$ cat config.mk
export PLATFORM = sky130hd
export DESIGN_NAME = tac_ctrl
export DESIGN_NICKNAME = d
export VERILOG_FILES = /design/src/hw/rtl/tac_pkg.sv /design/src/hw/rtl/tac_ctrl.sv
export VERILOG_INCLUDE_DIRS = /design/src /design/src/hw/rtl
export SDC_FILE = /design/constraint.sdc
export NUM_CORES = 1
export LEC_CHECK = 0
export BUFFER_PORTS_ARGS = -buffer_cell sky130_fd_sc_hd__clkbuf_2
export CAP_MARGIN = 10
export CELL_PAD_IN_SITES_DETAIL_PLACEMENT = 2
export CELL_PAD_IN_SITES_GLOBAL_PLACEMENT = 2
export CORE_AREA = 2 2 67 76
export CTS_CLUSTER_DIAMETER = 200
export DETAILED_ROUTE_END_ITERATION = 6
export DIE_AREA = 0 0 69 78
export PLACE_DENSITY = 0.72
export REMOVE_ABC_BUFFERS = 1
export SLEW_MARGIN = 10
export SYNTH_ARGS = -nofsm -noshare
export SYNTH_HDL_FRONTEND = slang
export SYNTH_SLANG_ARGS = --single-unit
$ cat constraint.sdc
create_clock -name clock -period 2.2 [get_ports clock]
set_clock_uncertainty 0.15 [all_clocks]
set_input_delay 0.66 -clock clock [delete_from_list [all_inputs] [get_ports clock]]
set_output_delay 0.66 -clock clock [all_outputs]
set_load 0.05 [all_outputs]
$ cat src/hw/rtl/thermistor_average_to_celsius_core_assert.svh
// Assertion macros of the thermistor averaging RTL, used by tac_ctrl.
// Define NO_ASSERTIONS to compile them away.
`ifndef THERMISTOR_AVERAGE_TO_CELSIUS_CORE_ASSERT_SVH
`define THERMISTOR_AVERAGE_TO_CELSIUS_CORE_ASSERT_SVH
`ifndef NO_ASSERTIONS
`define TAC_ASSERT(label, clk, rst, prop) \
   label: assert property (@(posedge clk) disable iff (rst) prop) \
      else $error("tac assertion failed");
`define TAC_ASSERT_NEXT(label, clk, rst, cause, effect) \
   label: assert property (@(posedge clk) disable iff (rst) (cause) |=> (effect)) \
      else $error("tac assertion failed");
`else
`define TAC_ASSERT(label, clk, rst, prop)
`define TAC_ASSERT_NEXT(label, clk, rst, cause, effect)
`endif
`endif

$ cat src/hw/rtl/tac_pkg.sv
// Shared types and constants of the thermistor averaging core.
// Used by tac_ctrl, tac_datapath and the top level; depends on nothing.
package tac_pkg;

   localparam int MAX_AVERAGE_DEFAULT = 256;
   localparam int ADC_BITS_DEFAULT    = 10;
   localparam int SAMPLE_WIDTH        = 10;
   localparam int CSR_INDEX_WIDTH     = 3;
   localparam int CSR_DATA_WIDTH      = 32;

   localparam logic [CSR_INDEX_WIDTH-1:0] REG_SERIES_RESISTANCE = 3'd0;
   localparam logic [CSR_INDEX_WIDTH-1:0] REG_COEFF_A           = 3'd1;
   localparam logic [CSR_INDEX_WIDTH-1:0] REG_COEFF_B           = 3'd2;
   localparam logic [CSR_INDEX_WIDTH-1:0] REG_COEFF_C           = 3'd3;
   localparam logic [CSR_INDEX_WIDTH-1:0] REG_AVERAGE_COUNT     = 3'd4;

   localparam logic [19:0]        RESET_SERIES_RESISTANCE = 20'd10000;
   localparam logic [30:0]        RESET_COEFF_A           = 31'd1109680000;
   localparam logic signed [31:0] RESET_COEFF_B           = 32'sd261508000;
   localparam logic signed [31:0] RESET_COEFF_C           = 32'sd909370000;
   localparam logic [8:0]         RESET_AVERAGE_COUNT     = 9'd8;

   localparam logic [1:0] STATUS_OK        = 2'd0;
   localparam logic [1:0] STATUS_MEAN_ZERO = 2'd1;
   localparam logic [1:0] STATUS_MEAN_FULL = 2'd2;

   // ln(2) in Q30
   localparam logic signed [31:0] LN2_Q30     = 32'sd744261118;
   localparam logic signed [16:0] TEMP_MIN    = -17'sd27315;
   localparam logic signed [16:0] TEMP_MAX    = 17'sd65535;
   localparam logic [16:0]        OFFSET_CENTI = 17'd27315;
   localparam logic [63:0]        CK_LIMIT    = 64'd92850;
   localparam logic [63:0]        CK_NUMER    = 64'd100 << 57;

   typedef enum logic [4:0] {
      CMD_NOP,
      CMD_START,
      CMD_ADD,
      CMD_DIV_MEAN,
      CMD_DIV_STEP,
      CMD_MEAN,
      CMD_MUL_X,
      CMD_NORM,
      CMD_MANT,
      CMD_SQ,
      CMD_SAVE_LX,
      CMD_LN_MUL,
      CMD_LN_SHIFT,
      CMD_L2_MUL,
      CMD_L2_SHIFT,
      CMD_L3_HI,
      CMD_L3_LO,
      CMD_L3_SHIFT,
      CMD_SB,
      CMD_SC,
      CMD_SSUM,
      CMD_DIV_TEMP,
      CMD_TEMP_RESULT,
      CMD_ERR_RESULT
   } cmd_type;

   typedef struct packed {
      logic cnt_reached;
      logic mean_zero;
      logic mean_full;
      logic norm_top;
      logic s_neg;
      logic d_zero;
   } dp_status_type;

   typedef struct packed {
      logic [19:0]        series_resistance;
      logic [30:0]        coeff_a;
      logic signed [31:0] coeff_b;
      logic signed [31:0] coeff_c;
      logic [8:0]         average_count;
   } cfg_type;

endpackage

$ cat src/hw/rtl/tac_ctrl.sv
// Sequencer of the thermistor averaging core: takes items, runs the
// measurement finish sequence over the datapath and holds the result handshake.
// Depends on tac_pkg and the assertion macro header.
`include "thermistor_average_to_celsius_core_assert.svh"
module tac_ctrl (
   input  logic                   clock,
   input  logic                   reset,
   input  logic                   req_valid,
   output logic                   req_stall,
   input  logic                   req_command,
   output logic                   rsp_valid,
   input  logic                   rsp_stall,
   input  tac_pkg::dp_status_type status,
   output tac_pkg::cmd_type       cmd
);

   typedef enum logic [4:0] {
      S_IDLE, S_CHECK, S_DIVM_RUN, S_MEAN, S_MEAN_CHK,
      S_NORM1, S_MANT1, S_SQ1, S_SAVE, S_NORM2, S_MANT2, S_SQ2,
      S_LNM, S_LNS, S_L2M, S_L2S, S_L3H, S_L3L, S_L3S,
      S_SB, S_SC, S_SSUM, S_SCHK, S_DIVT_RUN, S_TEMP, S_ERR
   } state_type;

   state_type  state_ff;
   logic [6:0] step_ff;
   logic       measuring_ff;
   logic       rsp_valid_ff;
   logic       req_take;
   logic       rsp_take;

   assign req_stall = state_ff != S_IDLE;
   assign req_take  = req_valid && !req_stall;
   assign rsp_valid = rsp_valid_ff;
   assign rsp_take  = rsp_valid_ff && !rsp_stall;

   always_comb begin
      case (state_ff)
         S_IDLE: begin
            if (!req_take) begin
               cmd = tac_pkg::CMD_NOP;
            end else if (!req_command) begin
               cmd = tac_pkg::CMD_START;
            end else if (measuring_ff) begin
               cmd = tac_pkg::CMD_ADD;
            end else begin
               cmd = tac_pkg::CMD_NOP;
            end
         end
         S_CHECK:    cmd = tac_pkg::CMD_DIV_MEAN;
         S_DIVM_RUN: cmd = tac_pkg::CMD_DIV_STEP;
         S_MEAN:     cmd = tac_pkg::CMD_MEAN;
         S_MEAN_CHK: cmd = tac_pkg::CMD_MUL_X;
         S_NORM1:    cmd = tac_pkg::CMD_NORM;
         S_MANT1:    cmd = tac_pkg::CMD_MANT;
         S_SQ1:      cmd = tac_pkg::CMD_SQ;
         S_SAVE:     cmd = tac_pkg::CMD_SAVE_LX;
         S_NORM2:    cmd = tac_pkg::CMD_NORM;
         S_MANT2:    cmd = tac_pkg::CMD_MANT;
         S_SQ2:      cmd = tac_pkg::CMD_SQ;
         S_LNM:      cmd = tac_pkg::CMD_LN_MUL;
         S_LNS:      cmd = tac_pkg::CMD_LN_SHIFT;
         S_L2M:      cmd = tac_pkg::CMD_L2_MUL;
         S_L2S:      cmd = tac_pkg::CMD_L2_SHIFT;
         S_L3H:      cmd = tac_pkg::CMD_L3_HI;
         S_L3L:      cmd = tac_pkg::CMD_L3_LO;
         S_L3S:      cmd = tac_pkg::CMD_L3_SHIFT;
         S_SB:       cmd = tac_pkg::CMD_SB;
         S_SC:       cmd = tac_pkg::CMD_SC;
         S_SSUM:     cmd = tac_pkg::CMD_SSUM;
         S_SCHK:     cmd = tac_pkg::CMD_DIV_TEMP;
         S_DIVT_RUN: cmd = tac_pkg::CMD_DIV_STEP;
         S_TEMP:     cmd = rsp_valid_ff ? tac_pkg::CMD_NOP : tac_pkg::CMD_TEMP_RESULT;
         S_ERR:      cmd = rsp_valid_ff ? tac_pkg::CMD_NOP : tac_pkg::CMD_ERR_RESULT;
         default:    cmd = tac_pkg::CMD_NOP;
      endcase
   end

   always_ff @(posedge clock) begin
      if (reset) begin
         state_ff     <= S_IDLE;
         step_ff      <= '0;
         measuring_ff <= 1'b0;
         rsp_valid_ff <= 1'b0;
      end else begin
         if (rsp_take) begin
            rsp_valid_ff <= 1'b0;
         end
         case (state_ff)
            S_IDLE: begin
               if (req_take) begin
                  if (!req_command) begin
                     measuring_ff <= 1'b1;
                     state_ff     <= S_CHECK;
                  end else if (measuring_ff) begin
                     state_ff <= S_CHECK;
                  end
               end
            end
            S_CHECK: begin
               step_ff <= '0;
               if (status.cnt_reached) begin
                  measuring_ff <= 1'b0;
                  state_ff     <= S_DIVM_RUN;
               end else begin
                  state_ff <= S_IDLE;
               end
            end
            S_DIVM_RUN: begin
               step_ff <= step_ff + 7'd1;
               if (step_ff == 7'd63) begin
                  state_ff <= S_MEAN;
               end
            end
            S_MEAN: state_ff <= S_MEAN_CHK;
            S_MEAN_CHK: begin
               state_ff <= (status.mean_zero || status.mean_full) ? S_ERR : S_NORM1;
            end
            S_NORM1: begin
               if (status.norm_top) begin
                  state_ff <= S_MANT1;
               end
            end
            S_MANT1: begin
               step_ff  <= '0;
               state_ff <= S_SQ1;
            end
            S_SQ1: begin
               step_ff <= step_ff + 7'd1;
               if (step_ff == 7'd23) begin
                  state_ff <= S_SAVE;
               end
            end
            S_SAVE: state_ff <= S_NORM2;
            S_NORM2: begin
               if (status.norm_top) begin
                  state_ff <= S_MANT2;
               end
            end
            S_MANT2: begin
               step_ff  <= '0;
               state_ff <= S_SQ2;
            end
            S_SQ2: begin
               step_ff <= step_ff + 7'd1;
               if (step_ff == 7'd23) begin
                  state_ff <= S_LNM;
               end
            end
            S_LNM:  state_ff <= S_LNS;
            S_LNS:  state_ff <= S_L2M;
            S_L2M:  state_ff <= S_L2S;
            S_L2S:  state_ff <= S_L3H;
            S_L3H:  state_ff <= S_L3L;
            S_L3L:  state_ff <= S_L3S;
            S_L3S:  state_ff <= S_SB;
            S_SB:   state_ff <= S_SC;
            S_SC:   state_ff <= S_SSUM;
            S_SSUM: state_ff <= S_SCHK;
            S_SCHK: begin
               step_ff  <= '0;
               state_ff <= (status.s_neg || status.d_zero) ? S_TEMP : S_DIVT_RUN;
            end
            S_DIVT_RUN: begin
               step_ff <= step_ff + 7'd1;
               if (step_ff == 7'd63) begin
                  state_ff <= S_TEMP;
               end
            end
            S_TEMP, S_ERR: begin
               // hold until the previous result is gone
               if (!rsp_valid_ff) begin
                  rsp_valid_ff <= 1'b1;
                  state_ff     <= S_IDLE;
               end
            end
            default: state_ff <= S_IDLE;
         endcase
      end
   end

   `TAC_ASSERT(a_start_only_on_take, clock, reset, (cmd == tac_pkg::CMD_START) |-> req_take)
   `TAC_ASSERT_NEXT(a_result_posted, clock, reset, (state_ff == S_TEMP && !rsp_valid_ff), (rsp_valid_ff && state_ff == S_IDLE))
   `TAC_ASSERT_NEXT(a_finish_ends_run, clock, reset, (state_ff == S_CHECK && status.cnt_reached), (!measuring_ff && state_ff == S_DIVM_RUN))

endmodule

==> results.md, run 1 <==
- For this run, the top clock speed supported by timing is between 0.3 and 0.4 GHz.
- The max-slew violation count is 0.
- The number of global-route vias before repair is around 1,800.
- For this run, the register share of the synthesized area comes to 0.217.
- Hold repair after CTS inserted 0 buffers.
- Once detail routing completed, the nets flagged for antenna violations numbered 0.
- The final instance area is ~2000 sq um.
- The via total after detailed routing is roughly 1,600.
- The Yosys warning count is 0.
- The die covers around 5400 sq um.
- Synthesis instantiated 48 different standard cells from the library.
- In the routed layout, each cell is associated on average with a via count of approximately 5.6.
- For this run, the total global-route usage over all layers was measured as 0.213.
- The average footprint of a synthesized cell is 7.26 sq um.
- The first global-routing pass estimated roughly 9000 microns of wire.
- The die span in x is ~69 microns.
- The weighted congestion reported at the end of routability-driven placement is roughly 0.8.
- The kind of end point of the critical path is a primary output.
- The async set-reset flop share out of synthesis is 0.
- The setup check on the worst reg-to-reg path leaves a slack of 0.09 ns.
- The final worst setup slack is -0.351 ns.
- The y dimension of the die is slightly below 80 microns.
- The flow ran to the end, but the final reports show violations.
- The clock-pin slew on the worst setup and hold paths is roughly 0.07 ns.
- During I/O placement, the number of pins put on the boundary was 18.
- The number of CTS-inserted buffers is 3.
- The number of DRC markers after the initial detailed-route iteration is 35.
- The number of detailed-route iterations in the first pass is 4.
- The number of diodes is 0.
- The number of sinks driven by the clock tree is 14.
- The critical path class is flip-flop to primary output.
- The layout cell share with drive strength beyond 1 is 0.433.
- The analysis attributes to cell leakage a power of 0.758 nW.
- Summed over all layers, the global routing overflow is 0.
- The checks that failed: negative setup slack.
- After filler insertion, the fill cell instance count of the layout stands at 495.
- The number of port buffers is 17.
- The HPWL after detailed placement is between 4000 and 5000 microns.
- Power spread over the standard cell area amounts to just over 700 nW/um^2.
- The overall routed net length is ~5600 microns.
- The total number of nets in the final design is about 240.
- The initial antenna violation count came to 0.
- Timing analysis after detailed placement gives a worst setup slack of -0.240 ns.
- The synthesized netlist occupies a cell area of 1290 sq um.
- Dividing the final minimum period by the clock period gives 1.16.
- The startpoint type of the worst setup path is a flip-flop.
- Entering global routing, the biggest net connects 23 pins.
- The final hold violation count is 0.
- In the routed design, unresolved DRC markers number 0.
- Once placement completed, the tool counted placed cells totaling between 200 and 300.
- The worst hold path belongs to the class flip-flop to flip-flop.
- The pin slew with the least headroom to its limit is 0.382 ns.
- In this run the cell area measured after placement is between 1500 and 2000 sq um.
- The clock tree root driver cell is sky130_fd_sc_hd__clkbuf_8.
- The standard-cell row count is 26.
- The data required time at the worst endpoint is between 1 and 1.5 ns.
- Along the worst path, the maximum fanout reaches 6.
- Measured against its own limit, the worst slew margin works out to 0.745.
- The setup-violating endpoint count in the final report is 6.
- The routed wirelength normalized by instance count is a little under 20 microns.
- The count of placed standard cells in the final layout, fillers left out is 280.
- The CTS H-tree depth is 1.
- The TritonCTS clock tree is done.
- Among all flip-flop cells after synthesis, the most frequent one is sky130_fd_sc_hd__dfxtp_1.
- The maximum clock insertion buffer count is 2.
- After synthesis the netlist holds a flip-flop and latch count of 14.
- Setup repair after global routing could not meet its margin everywhere.
- The data arrival time of the critical path is around 1.7 ns.
- The number of enable-type register cells in the synthesized netlist is 0.
- In this run the standard cell core region covers 4550 sq um.
- IR analysis of the VDD net gives a maximum drop of roughly 0.00042 V.
- The starting utilization of the core area is 0.284.
- The worst path in the final design needs a cycle of around 2.6 ns, including I/O delays and setup.
- Relative to the synthesized area, the layout overhead comes to 53.0%.
- The later pin in the worst-skew pair is clocked with a latency of between 0.2 and 0.3 ns.
- The post-synthesis instance total is 178.
- The max-cap check violation count is 0.
==> path summary, 6_finish.rpt <==
path,startpoint,end,cells after the start
setup / recovery,state_ff[4]$_SDFFE_PP0P_,cmd[2],5
hold / removal,measuring_ff$_SDFFE_PP0P_,measuring_ff$_SDFFE_PP0P_,2
setup reg to reg,state_ff[2]$_SDFFE_PP0P_,state_ff[2]$_SDFFE_PP0P_,9
hold reg to reg,measuring_ff$_SDFFE_PP0P_,measuring_ff$_SDFFE_PP0P_,2
==> flip-flops by register name, indices dropped and copies added, names as in the netlist <==
name          cells
rsp_valid         1
measuring_ff      1
state_ff          5
step_ff           7
==> where the power goes <==
group | internal, mW | total, mW | switching, mW
Combinational | 0.379 | 0.823 | 0.444
Sequential | 0.274 | 0.318 | 0.0442
Clock | 0.159 | 0.275 | 0.116
==> through the flow <==
step                hold WS, ns  utilization  setup TNS, ns  total power, mW
floorplan                 0.305            -          -2.97            0.709
global placement          0.340        0.380         -0.367            0.986
detailed placement        0.367        0.380          -1.00             1.03
CTS                       0.378        0.423          -1.35             1.39
global route              0.427        0.434          -1.66             1.50
finish                    0.370        0.434          -1.20             1.42
==> critical path, cell delays in order, from the launching register on <==
cell	delay [ns]
sky130_fd_sc_hd__dfxtp_1	0.40
sky130_fd_sc_hd__buf_4	0.20
sky130_fd_sc_hd__nor2_1	0.09
sky130_fd_sc_hd__a22o_1	0.24
sky130_fd_sc_hd__a221o_1	0.38
sky130_fd_sc_hd__buf_8	0.16
==> metal layers <==
layer	global-route usage	vias to the layer above	routed length, microns
li1	-	760	-
met1	0.246	765	2340
met2	0.395	19	2970
met3	0.0221	11	96
met4	0.0843	0	152
met5	0	-	0
==> cells in the mapped netlist (all sizes together) (2+ instances only) <==
library cell,count,area (sq um)
nor3,3,15.0
o32ai,2,17.5
o211ai,4,30.0
o21ai,11,55.1
a31oi,4,25.0
clkbuf,11,41.3
a21oi,17,85.1
xnor2,2,17.5
nor2,14,52.6
a311oi,4,35.0
nand4b,2,17.5
nand2b,13,81.3
nor2b,4,25.0
dfxtp,14,280
mux2i,3,30.0
nand3,7,35.0
a41oi,2,17.5
or2,5,31.3
nor4b,2,17.5
nor4,2,12.5
buf,8,38.8
a22oi,3,22.5
o22ai,4,25.0
a2111oi,3,70.1
or3,3,23.8
nand2,14,55.1
inv,2,7.51
==> cell type report <==
type / instances / area, sq um / share of cell area
repair buffers: 61 / 505 / 0.256
inverters: 2 / 7.51 / 0.00380
clock buffers: 4 / 55.1 / 0.0278
flip-flops and latches: 14 / 293 / 0.148
multi-input cells: 143 / 1050 / 0.529
well taps: 56 / 70.1 / 0.0354
==> cells in the final DEF, fill, tap and decap left out, drive strengths merged, types with 3 or more instances in the layout <==
cell / n
o211ai: 4
nand2: 14
nand2b: 13
clkbuf: 17
a2111oi: 3
nand3: 7
o22ai: 4
nor2b: 4
nor3: 3
a22oi: 3
mux2i: 3
dfxtp: 14
a311oi: 4
a31oi: 4
or3: 3
o21ai: 11
buf: 48
a21oi: 17
nor2: 14
or2: 5
==> timing repair <==
| item | CTS | global route |
|---|---|---|
| setup buffers | 0 | 1 |
| cloned | 0 | 0 |
| gates resized for setup | 34 | 12 |
| endpoints found under the setup margin | 11 | 12 |
| pin swaps | 4 | 3 |
==> cell families (layout without fill, tap and decap cells) <==
group                      Yosys count  in the layout  share of synthesized area
adders and majority gates            1              1                    0.00968
buffers and inverters               21             67                     0.0678
DFF                                 14             14                      0.217
and+or+nand+nor                     73             73                      0.309
muxes                                3              3                     0.0232
xor gates and xnor gates             2              2                     0.0136
AOI/OAI and AO/OA                   64             64                      0.360
Power figures use the tool's default switching activity.
==> run 2: changes to the inputs <==
--- a/config.mk
+++ b/config.mk
@@ -14,7 +14,7 @@
 export CTS_CLUSTER_DIAMETER = 200
 export DETAILED_ROUTE_END_ITERATION = 6
 export DIE_AREA = 0 0 69 78
-export PLACE_DENSITY = 0.72
+export PLACE_DENSITY_LB_ADDON = 0.1
 export REMOVE_ABC_BUFFERS = 1
 export SLEW_MARGIN = 10
 export SYNTH_ARGS = -nofsm -noshare
==> run 2 against run 1 <==
  * Critical path depth is the same
  * Hold slack improved by 0.041 ns
  * Sequential share of layout area up 0.30 points
  * Sequential power about the same
  * Critical endpoint unchanged
  * Count of clock-buffer cells in the layout stayed put
  * The flow still finishes with violations (negative setup slack)
==> results.md, run 2 (synthesis gave the netlist of run 1 again) <==
- The flow ran to the end, but the final reports show violations.
- The final reports fail on negative setup slack.
- The cell with the largest stage delay on the worst path is sky130_fd_sc_hd__dfxtp_4.
- The final-layout worst hold slack came to 0.410 ns (+0.0405 ns).
- The critical path is of the flip-flop to primary output type.
- The count of boundary I/O pins was 18 (unchanged).
- The clock-pin slew on the worst setup and hold paths came to 0.07 ns (about the same).
- The total overflow reported by the global router was 0 (unchanged).
- The maximum clock insertion buffer count is 2 (unchanged).
- The weighted congestion reported at the end of routability-driven placement is 0.798 (about the same).
- The data required time at the worst endpoint was 1.39 ns (about the same).
- The number of diodes came to 0 (unchanged).
- The final worst setup slack is -0.275 ns (+0.0754 ns).
- The startpoint type of the worst setup path is a flip-flop.
- The detailed-route DRC error count is 0 (unchanged).
- The via density per instance is 5.71 (+2.9%).
- The count of placed standard cells in the final layout, fillers left out is 276 (-1.4%).
- The HPWL after detailed placement is 3990 microns (-5.7%).
- The maximum clock frequency is 0.404 GHz (+3.0%).
- The stage delay of the slowest cell on the critical path is 0.37 ns (-0.03 ns).
- The wire length of the first global-routing pass is 9130 microns (+0.15%).
- The worst setup path is captured at a primary output.
- The count of buffer and inverter cells on the critical path is 2 (unchanged).
- The final hold violation count is 0 (unchanged).
- The number of DRC markers after the initial detailed-route iteration came to 43 (+23%).
- The largest voltage drop on the vdd net is 0.000345 V (-17%).
- The standard-cell row count is 26 (unchanged).
- The number of flip-flops under the largest register name is 7 (unchanged).
- The largest delay contributor family on the critical path is compound AO/OA/AOI/OAI gates.
- The path class of the tightest hold or removal check is flip-flop to flip-flop.
- The setup-violating endpoint count in the final report was 5 (-1).
- The most common library cell in the layout ignoring fill and taps is sky130_fd_sc_hd__buf_4.
- The library cells used most frequently in the layout, excluding fill and tap cells, are sky130_fd_sc_hd__buf_4 (32), sky130_fd_sc_hd__a21oi_1 (17), sky130_fd_sc_hd__nor2_1 (14).
- In the final layout, the registers with the most flip-flops are step_ff (7), state_ff (5).
- The TritonCTS clock tree is done.
- The overall routed net length is 5610 microns (+0.88%).
- The number of fill cells is 525 (+6.1%).
- The clock network latency to the later pin of the worst-skew pair came to 0.25 ns (about the same).
- The max-cap check violation count is 0 (unchanged).
- The y dimension of the die is 78 microns (unchanged).
- The area added between synthesis and finish is 53.2%.
- The routed wirelength normalized by instance count is 20.3 microns (+2.3%).
- The final instance area is 1980 sq um (+0.13%).
- The remaining max-slew budget at the tightest pin came to 0.686 (-0.0585).
- The number of sinks driven by the clock tree came to 14 (unchanged).
- The starting utilization of the core area is 0.284 (unchanged).
- The initial antenna violation count is 0 (unchanged).
- The aggregate negative setup slack is -1.01 ns (+0.195 ns).
- The number of port buffers is 17 (unchanged).
- The pin slew with the least headroom to its limit came to 0.468 ns (+0.0856 ns).
- The power density relative to cell area was 735 nW/um^2 (+2.6%).
- The cell area reported after detailed placement was 1710 sq um (-1.2%).
- The placeable core region is 4550 sq um (unchanged).
- The number of CTS-inserted buffers was 3 (unchanged).
- The CTS H-tree depth is 1 (unchanged).
- The leakage power of the design came to 0.737 nW (-2.7%).
- The remaining number of nets flagged by the antenna check after routing is 0 (unchanged).
- The data arrival time of the critical path came to 1.67 ns (-0.07 ns).
- The clock tree root driver cell is sky130_fd_sc_hd__clkbuf_8.
- The max-slew violation count is 0 (unchanged).
- The final cell utilization of the core is 0.435 (+0.000549).
- Setup repair after global routing could not meet its margin everywhere.
- The total number of nets in the final design came to 233 (-1.7%).
- The maximum net fanout on the critical path is 6 (unchanged).
- The minimum clock period after layout came to 2.48 ns (-0.0754 ns).
- The die outline area was 5380 sq um (unchanged).
- The via total after detailed routing is 1,577 (+1.4%).
- The die span in x is 69 microns (unchanged).
- The final worst-path cycle share is 1.13 (-0.0343).
- The signal on the critical path passes through buf_6 > or3_4 > a311oi_2 > a221o_1 > buf_12.
- The number of detailed-route iterations in the first pass is 4 (unchanged).
- The layout cell share with drive strength beyond 1 is 0.432 (-0.00122).
- The all-layer global routing usage came to 0.212 (-0.000639).
- The count of placed standard cells including taps came to 270 (-1.8%).
- step_ff holds more flip-flops than any other register.
- The pin count of the biggest net entering global routing was 17 (-26%).
- The number of global-route vias before repair is 1,763 (+0.23%).
-- run 2: report_power, final --
group / internal, mW / switching (mW)
registers: 0.272 / 0.0453
logic: 0.418 / 0.459
clock network: 0.159 / 0.102
-- run 2: path summary, 6_finish.rpt --
kind / start / end / slack [ns] / cells after the start
max: state_ff[2]$_SDFFE_PP0P_ / cmd[2] / -0.28 / 5
min: measuring_ff$_SDFFE_PP0P_ / measuring_ff$_SDFFE_PP0P_ / 0.41 / 2
max reg2reg: step_ff[1]$_SDFFE_PP0P_ / state_ff[0]$_SDFFE_PP0P_ / 0.05 / 7
min reg2reg: measuring_ff$_SDFFE_PP0P_ / measuring_ff$_SDFFE_PP0P_ / 0.41 / 2
-- run 2: metrics by stage --
stage | power [mW] | setup WS (ns)
after global placement | 1.03 | -0.0921
after detailed placement | 1.06 | -0.115
after CTS | 1.40 | -0.299
after global routing | 1.55 | -0.324
final | 1.46 | -0.275
after floorplan | 0.709 | -0.890
-- run 2: cell type report --
class / count / area, sq um / share of cell area
Inverter: 2 / 7.51 / 0.00379
Timing Repair Buffer: 57 / 498 / 0.251
Clock buffer: 4 / 55.1 / 0.0278
Multi-Input combinational cell: 143 / 1050 / 0.531
Sequential cell: 14 / 299 / 0.151
Tap cell: 56 / 70.1 / 0.0354
-- run 2: what timing repair did --
action | in CTS | in global routing
gates resized for setup | 31 | 22
buffers inserted | 2 | 0
pin swaps | 4 | 4
hold buffers | 0 | 0
setup endpoints to repair | 10 | 10
-- run 2: routing by layer --
metal	global-route usage	wire length (microns)	share of wire
met2	0.413	3170	0.56
met5	0	0	0
met4	0.0765	76	0.014
met1	0.238	2300	0.41
met3	0.0143	65	0.012
-- run 2: tightest hold or removal path, cell delays in order (launching register included) --
cell and delay (ns):
sky130_fd_sc_hd__dfxtp_1 0.33, sky130_fd_sc_hd__o21ai_0 0.11, sky130_fd_sc_hd__a21oi_1 0.08
==> run 3: changes to the inputs <==
--- a/config.mk
+++ b/config.mk
@@ -6,14 +6,15 @@
 export SDC_FILE = /design/constraint.sdc
 export NUM_CORES = 1
 export LEC_CHECK = 0
+export ABC_AREA = 1
 export BUFFER_PORTS_ARGS = -buffer_cell sky130_fd_sc_hd__clkbuf_2
 export CAP_MARGIN = 10
 export CELL_PAD_IN_SITES_DETAIL_PLACEMENT = 2
 export CELL_PAD_IN_SITES_GLOBAL_PLACEMENT = 2
-export CORE_AREA = 2 2 67 76
+export CORE_AREA = 2 2 72 81
 export CTS_CLUSTER_DIAMETER = 200
 export DETAILED_ROUTE_END_ITERATION = 6
-export DIE_AREA = 0 0 69 78
+export DIE_AREA = 0 0 74 83
 export PLACE_DENSITY_LB_ADDON = 0.1
 export REMOVE_ABC_BUFFERS = 1
 export SLEW_MARGIN = 10
==> run 3 against run 2 <==
  * The run still ends with negative setup slack left
  * Sequential share of layout area fell by 2.5 points
  * Critical path depth up 2
  * Flip-flop and latch count unchanged
  * Routed wire length is 37% higher
  * Hold slack worse by 0.057 ns
  * Non-clock buffer count is 22 higher
  * Synthesized area fell by 1.1%
  * Setup slack lost 0.015 ns
  * Synthesized cell count rose by 31%
  * Fmax fell by 0.60%
  * Final area up 19%
  * Critical path type unchanged
==> results.md, run 3 <==
- The flow ran to the end, but the final reports show violations.
- The final reports fail on negative setup slack.
- The number of DRC markers after the initial detailed-route iteration is 58 (+35%).
- The wire length of the first global-routing pass is 11,200 microns (+23%).
- The power density relative to cell area was 1290 nW/um^2 (+75%).
- The max-cap check violation count was 0 (unchanged).
- The minimum clock period after layout was 2.49 ns (+0.0148 ns).
- The capture instance of the worst register-to-register path is state_ff[1]$_SDFFE_PP0P_.
- The total number of nets in the final design is 327 (+40%).
- In the synthesized netlist the dominant register cell turns out to be sky130_fd_sc_hd__dfxtp_1.
- The maximum clock insertion buffer count is 2 (unchanged).
- The HPWL after detailed placement is 4820 microns (+21%).
- The detailed-route DRC error count came to 0 (unchanged).
- The critical path class is flip-flop to primary output.
- The via total after detailed routing was 1,911 (+21%).
- The maximum clock frequency was 0.402 GHz (-0.60%).
- The worst reg-to-reg setup slack came to 0.14 ns (+0.09 ns).
- The data arrival time of the critical path is 1.68 ns (about the same).
- The destination of the worst hold path is step_ff[0]$_SDFFE_PP0P_.
- The final instance area is 2360 sq um (+19%).
- The sequential area share after synthesis is 0.219 (+0.00233).
- The largest voltage drop on the vdd net was 0.000574 V (+66%).
- The stage delay of the slowest cell on the critical path is 0.46 ns (+0.09 ns).
- The count of boundary I/O pins is 18 (unchanged).
- The TritonCTS clock tree is done.
- The post-synthesis instance total is 234 (+31%).
- The worst hold path begins at step_ff[0]$_SDFFE_PP0P_.
- The cell with the most instances after synthesis is sky130_fd_sc_hd__nand2_1.
- The setup-violating endpoint count in the final report was 5 (unchanged).
- The initial antenna violation count is 0 (unchanged).
- The layout cell share with drive strength beyond 1 is 0.478 (+0.0459).
- The die outline area is 6140 sq um (+14%).
- The pin count of the biggest net entering global routing is 13 (-4).
- The remaining max-slew budget at the tightest pin came to 0.781 (+0.0945).
- The number of diodes is 0 (unchanged).
- The number of synthesized register bits is 14 (unchanged).
- More flip-flops sit in one register than any other, and that register is step_ff.
- The async set-reset flop share out of synthesis was 0 (unchanged).
- Routed signal wires occupy layers up through met4.
- The total overflow reported by the global router is 0 (unchanged).
- The CTS H-tree depth is 1 (unchanged).
- The register cell area after layout is 299 sq um (unchanged).
- The number of enable-type register cells in the synthesized netlist came to 0 (unchanged).
- The number of sinks driven by the clock tree is 14 (unchanged).
- The worst min-delay path class is flip-flop to flip-flop.
- The maximum net fanout on the critical path is 6 (unchanged).
- The number of port buffers is 17 (unchanged).
- The area occupied by multi-input gates is 1130 sq um (+7.9%).
- The placeable core region was 5290 sq um (+16%).
- The die span in x is 74 microns (+7.2%).
- The pin slew with the least headroom to its limit is 0.328 ns (-0.140 ns).
- The max-slew violation count is 0 (unchanged).
- The y dimension of the die is 83 microns (+6.4%).
- The final-layout worst hold slack came to 0.353 ns (-0.0572 ns).
- The kind of end point of the critical path is a primary output.
- Setup repair after global routing could not meet its margin everywhere.
- Traced cell by cell, the critical path runs through nor2_4 > buf_6 > nand2_1 > inv_2 > a21oi_2 > nand4_1 > buf_8.
- The average footprint of a synthesized cell is 5.46 sq um (-25%).
- In this run the critical register-to-register path is launched from state_ff[2]$_SDFFE_PP0P_.
- By count the netlist is led by sky130_fd_sc_hd__nand2_1 (69), sky130_fd_sc_hd__nor2_1 (39), sky130_fd_sc_hd__nand3_1 (30), sky130_fd_sc_hd__inv_1 (28), sky130_fd_sc_hd__dfxtp_1 (14).
- The all-layer global routing usage is 0.245 (+0.0335).
- The cell area reported after detailed placement is 1830 sq um (+6.6%).
- The number of different library cells in the post-synthesis netlist is 25 (-48%).
- CTS placed an instance of sky130_fd_sc_hd__clkbuf_8 at the clock tree root.
- In the layout the commonest cells are sky130_fd_sc_hd__nand2_1 (54), sky130_fd_sc_hd__buf_4 (54), sky130_fd_sc_hd__nor2_1 (28).
- The number of fill cells came to 618 (+18%).
- The final worst setup slack came to -0.290 ns (-0.0148 ns).
- The worst hold path depth is 1 (-1).
- The clock-pin slew on the worst setup and hold paths came to 0.06 ns (about the same).
- The dominant cell type by area after synthesis is sky130_fd_sc_hd__dfxtp_1.
- After synthesis, the cell types taking the most area are sky130_fd_sc_hd__dfxtp_1 (22%), sky130_fd_sc_hd__nand2_1 (20%), sky130_fd_sc_hd__nand3_1 (12%).
- The number of global-route vias before repair was 2,090 (+19%).
- The length of routed wiring on met1 is 2970 microns (+29%).
- The number of CTS-inserted buffers came to 3 (unchanged).
- The standard-cell row count was 28 (+7.7%).
- The hold buffer count at CTS is 0 (unchanged).
- The area added between synthesis and finish is 84.9%.
- The remaining number of nets flagged by the antenna check after routing is 0 (unchanged).
- The Yosys warning count is 0 (unchanged).
- The leakage power of the design is 1.21 nW (+64%).
- Tracing the worst setup path back leads to its startpoint at state_ff[2]$_SDFFE_PP0P_.
- The final hold violation count is 0 (unchanged).
- The length in cells of the worst reg-to-reg path came to 12 (+5).
- STA classifies the critical path startpoint as a flip-flop.
- The via density per instance was 4.91 (-14%).
- The data required time at the worst endpoint was 1.39 ns (about the same).
- The weighted congestion reported at the end of routability-driven placement came to 0.829 (+3.8%).
- The area share of the leading cell type in the synthesized netlist is 0.219 (+0.00233).
- The post-synthesis instance area is 1280 sq um (-1.1%).
- The overall routed net length is 7690 microns (+37%).
- The detailed route wirelength on metal3 came to 218 microns (+240%).
- The final worst-path cycle share came to 1.13 (+0.00674).
- The largest registers in the layout are step_ff (7), state_ff (5).
- The starting utilization of the core area is 0.242 (-0.0421).
- The slowest stage of the critical path is the sky130_fd_sc_hd__dfxtp_4 cell.
- The detailed route wirelength on metal2 is 4210 microns (+33%).
- The routed wirelength normalized by instance count is 19.8 microns (-2.8%).
- The number of flip-flops under the largest register name is 7 (unchanged).
- The number of detailed-route iterations in the first pass is 4 (unchanged).
- The clock network latency to the later pin of the worst-skew pair was 0.26 ns (about the same).
==> run 3: final cells by class <==
class	count	area share
Clock buffer	4	0.0233
Inverter	32	0.0603
Multi-Input combinational cell	185	0.479
Sequential cell	14	0.126
Tap cell	75	0.0397
Timing Repair Buffer	79	0.271
==> run 3: report_power, final <==
part	switching (mW)	internal (mW)	leakage, nW	total [mW]
sequential	0.101	0.311	0.117	0.412
combinational	1.39	0.963	1.06	2.36
clock	0.116	0.160	0.0288	0.275
==> run 3: how the worst max path moves through the flow <==
stage,to
after CTS,cmd[1]
after floorplan,cmd[0]
final,cmd[4]
after detailed placement,cmd[3]
after global placement,cmd[0]
after global routing,cmd[3]
==> run 3: worst max-delay path: cells and delay by family (launching register included) <==
kind / cells / cell delay [ns]
buffers and inverters: 3 / 0.39
AND/OR/NAND/NOR: 3 / 0.37
flip-flops: 1 / 0.46
AO/OA/AOI/OAI: 1 / 0.19
==> run 3: logic make-up (layout without fill, tap and decap cells) <==
| group | after synthesis | after routing | synth area share |
|---|---|---|---|
| AOI/OAI and AO/OA | 18 | 18 | 0.0783 |
| xor gates and xnor gates | 1 | 1 | 0.00685 |
| adders and majority gates | 1 | 1 | 0.00978 |
| buffers and inverters | 35 | 115 | 0.105 |
| DFF | 14 | 14 | 0.219 |
| and+or+nand+nor | 165 | 165 | 0.581 |
==> run 3: per-stage QoR <==
step / TNS [ns] / setup WS, ns / power (mW) / utilization / cells
floorplan: -1.39 / -0.369 / 1.29 / - / 231
global placement: -0.546 / -0.146 / 2.01 / 0.345 / 374
detailed placement: -0.655 / -0.197 / 2.05 / 0.345 / 374
CTS: -0.940 / -0.231 / 2.73 / 0.417 / 384
global route: -1.70 / -0.356 / 3.22 / 0.447 / 389
finish: -1.26 / -0.290 / 3.04 / 0.447 / 389
==> run 3: repair_timing <==
action | CTS | global route
resized for setup | 79 | 40
pin swaps | 11 | 12
cloned | 0 | 0
setup buffers | 6 | 6
endpoints found under the hold margin | 0 | 0
setup endpoints to repair | 6 | 6
==> run 3: per-layer routing <==
metal / up-vias / global-route usage
li1: 915 / -
met1: 935 / 0.288
met2: 43 / 0.446
met3: 18 / 0.0218
met4: 0 / 0.0909
met5: - / 0
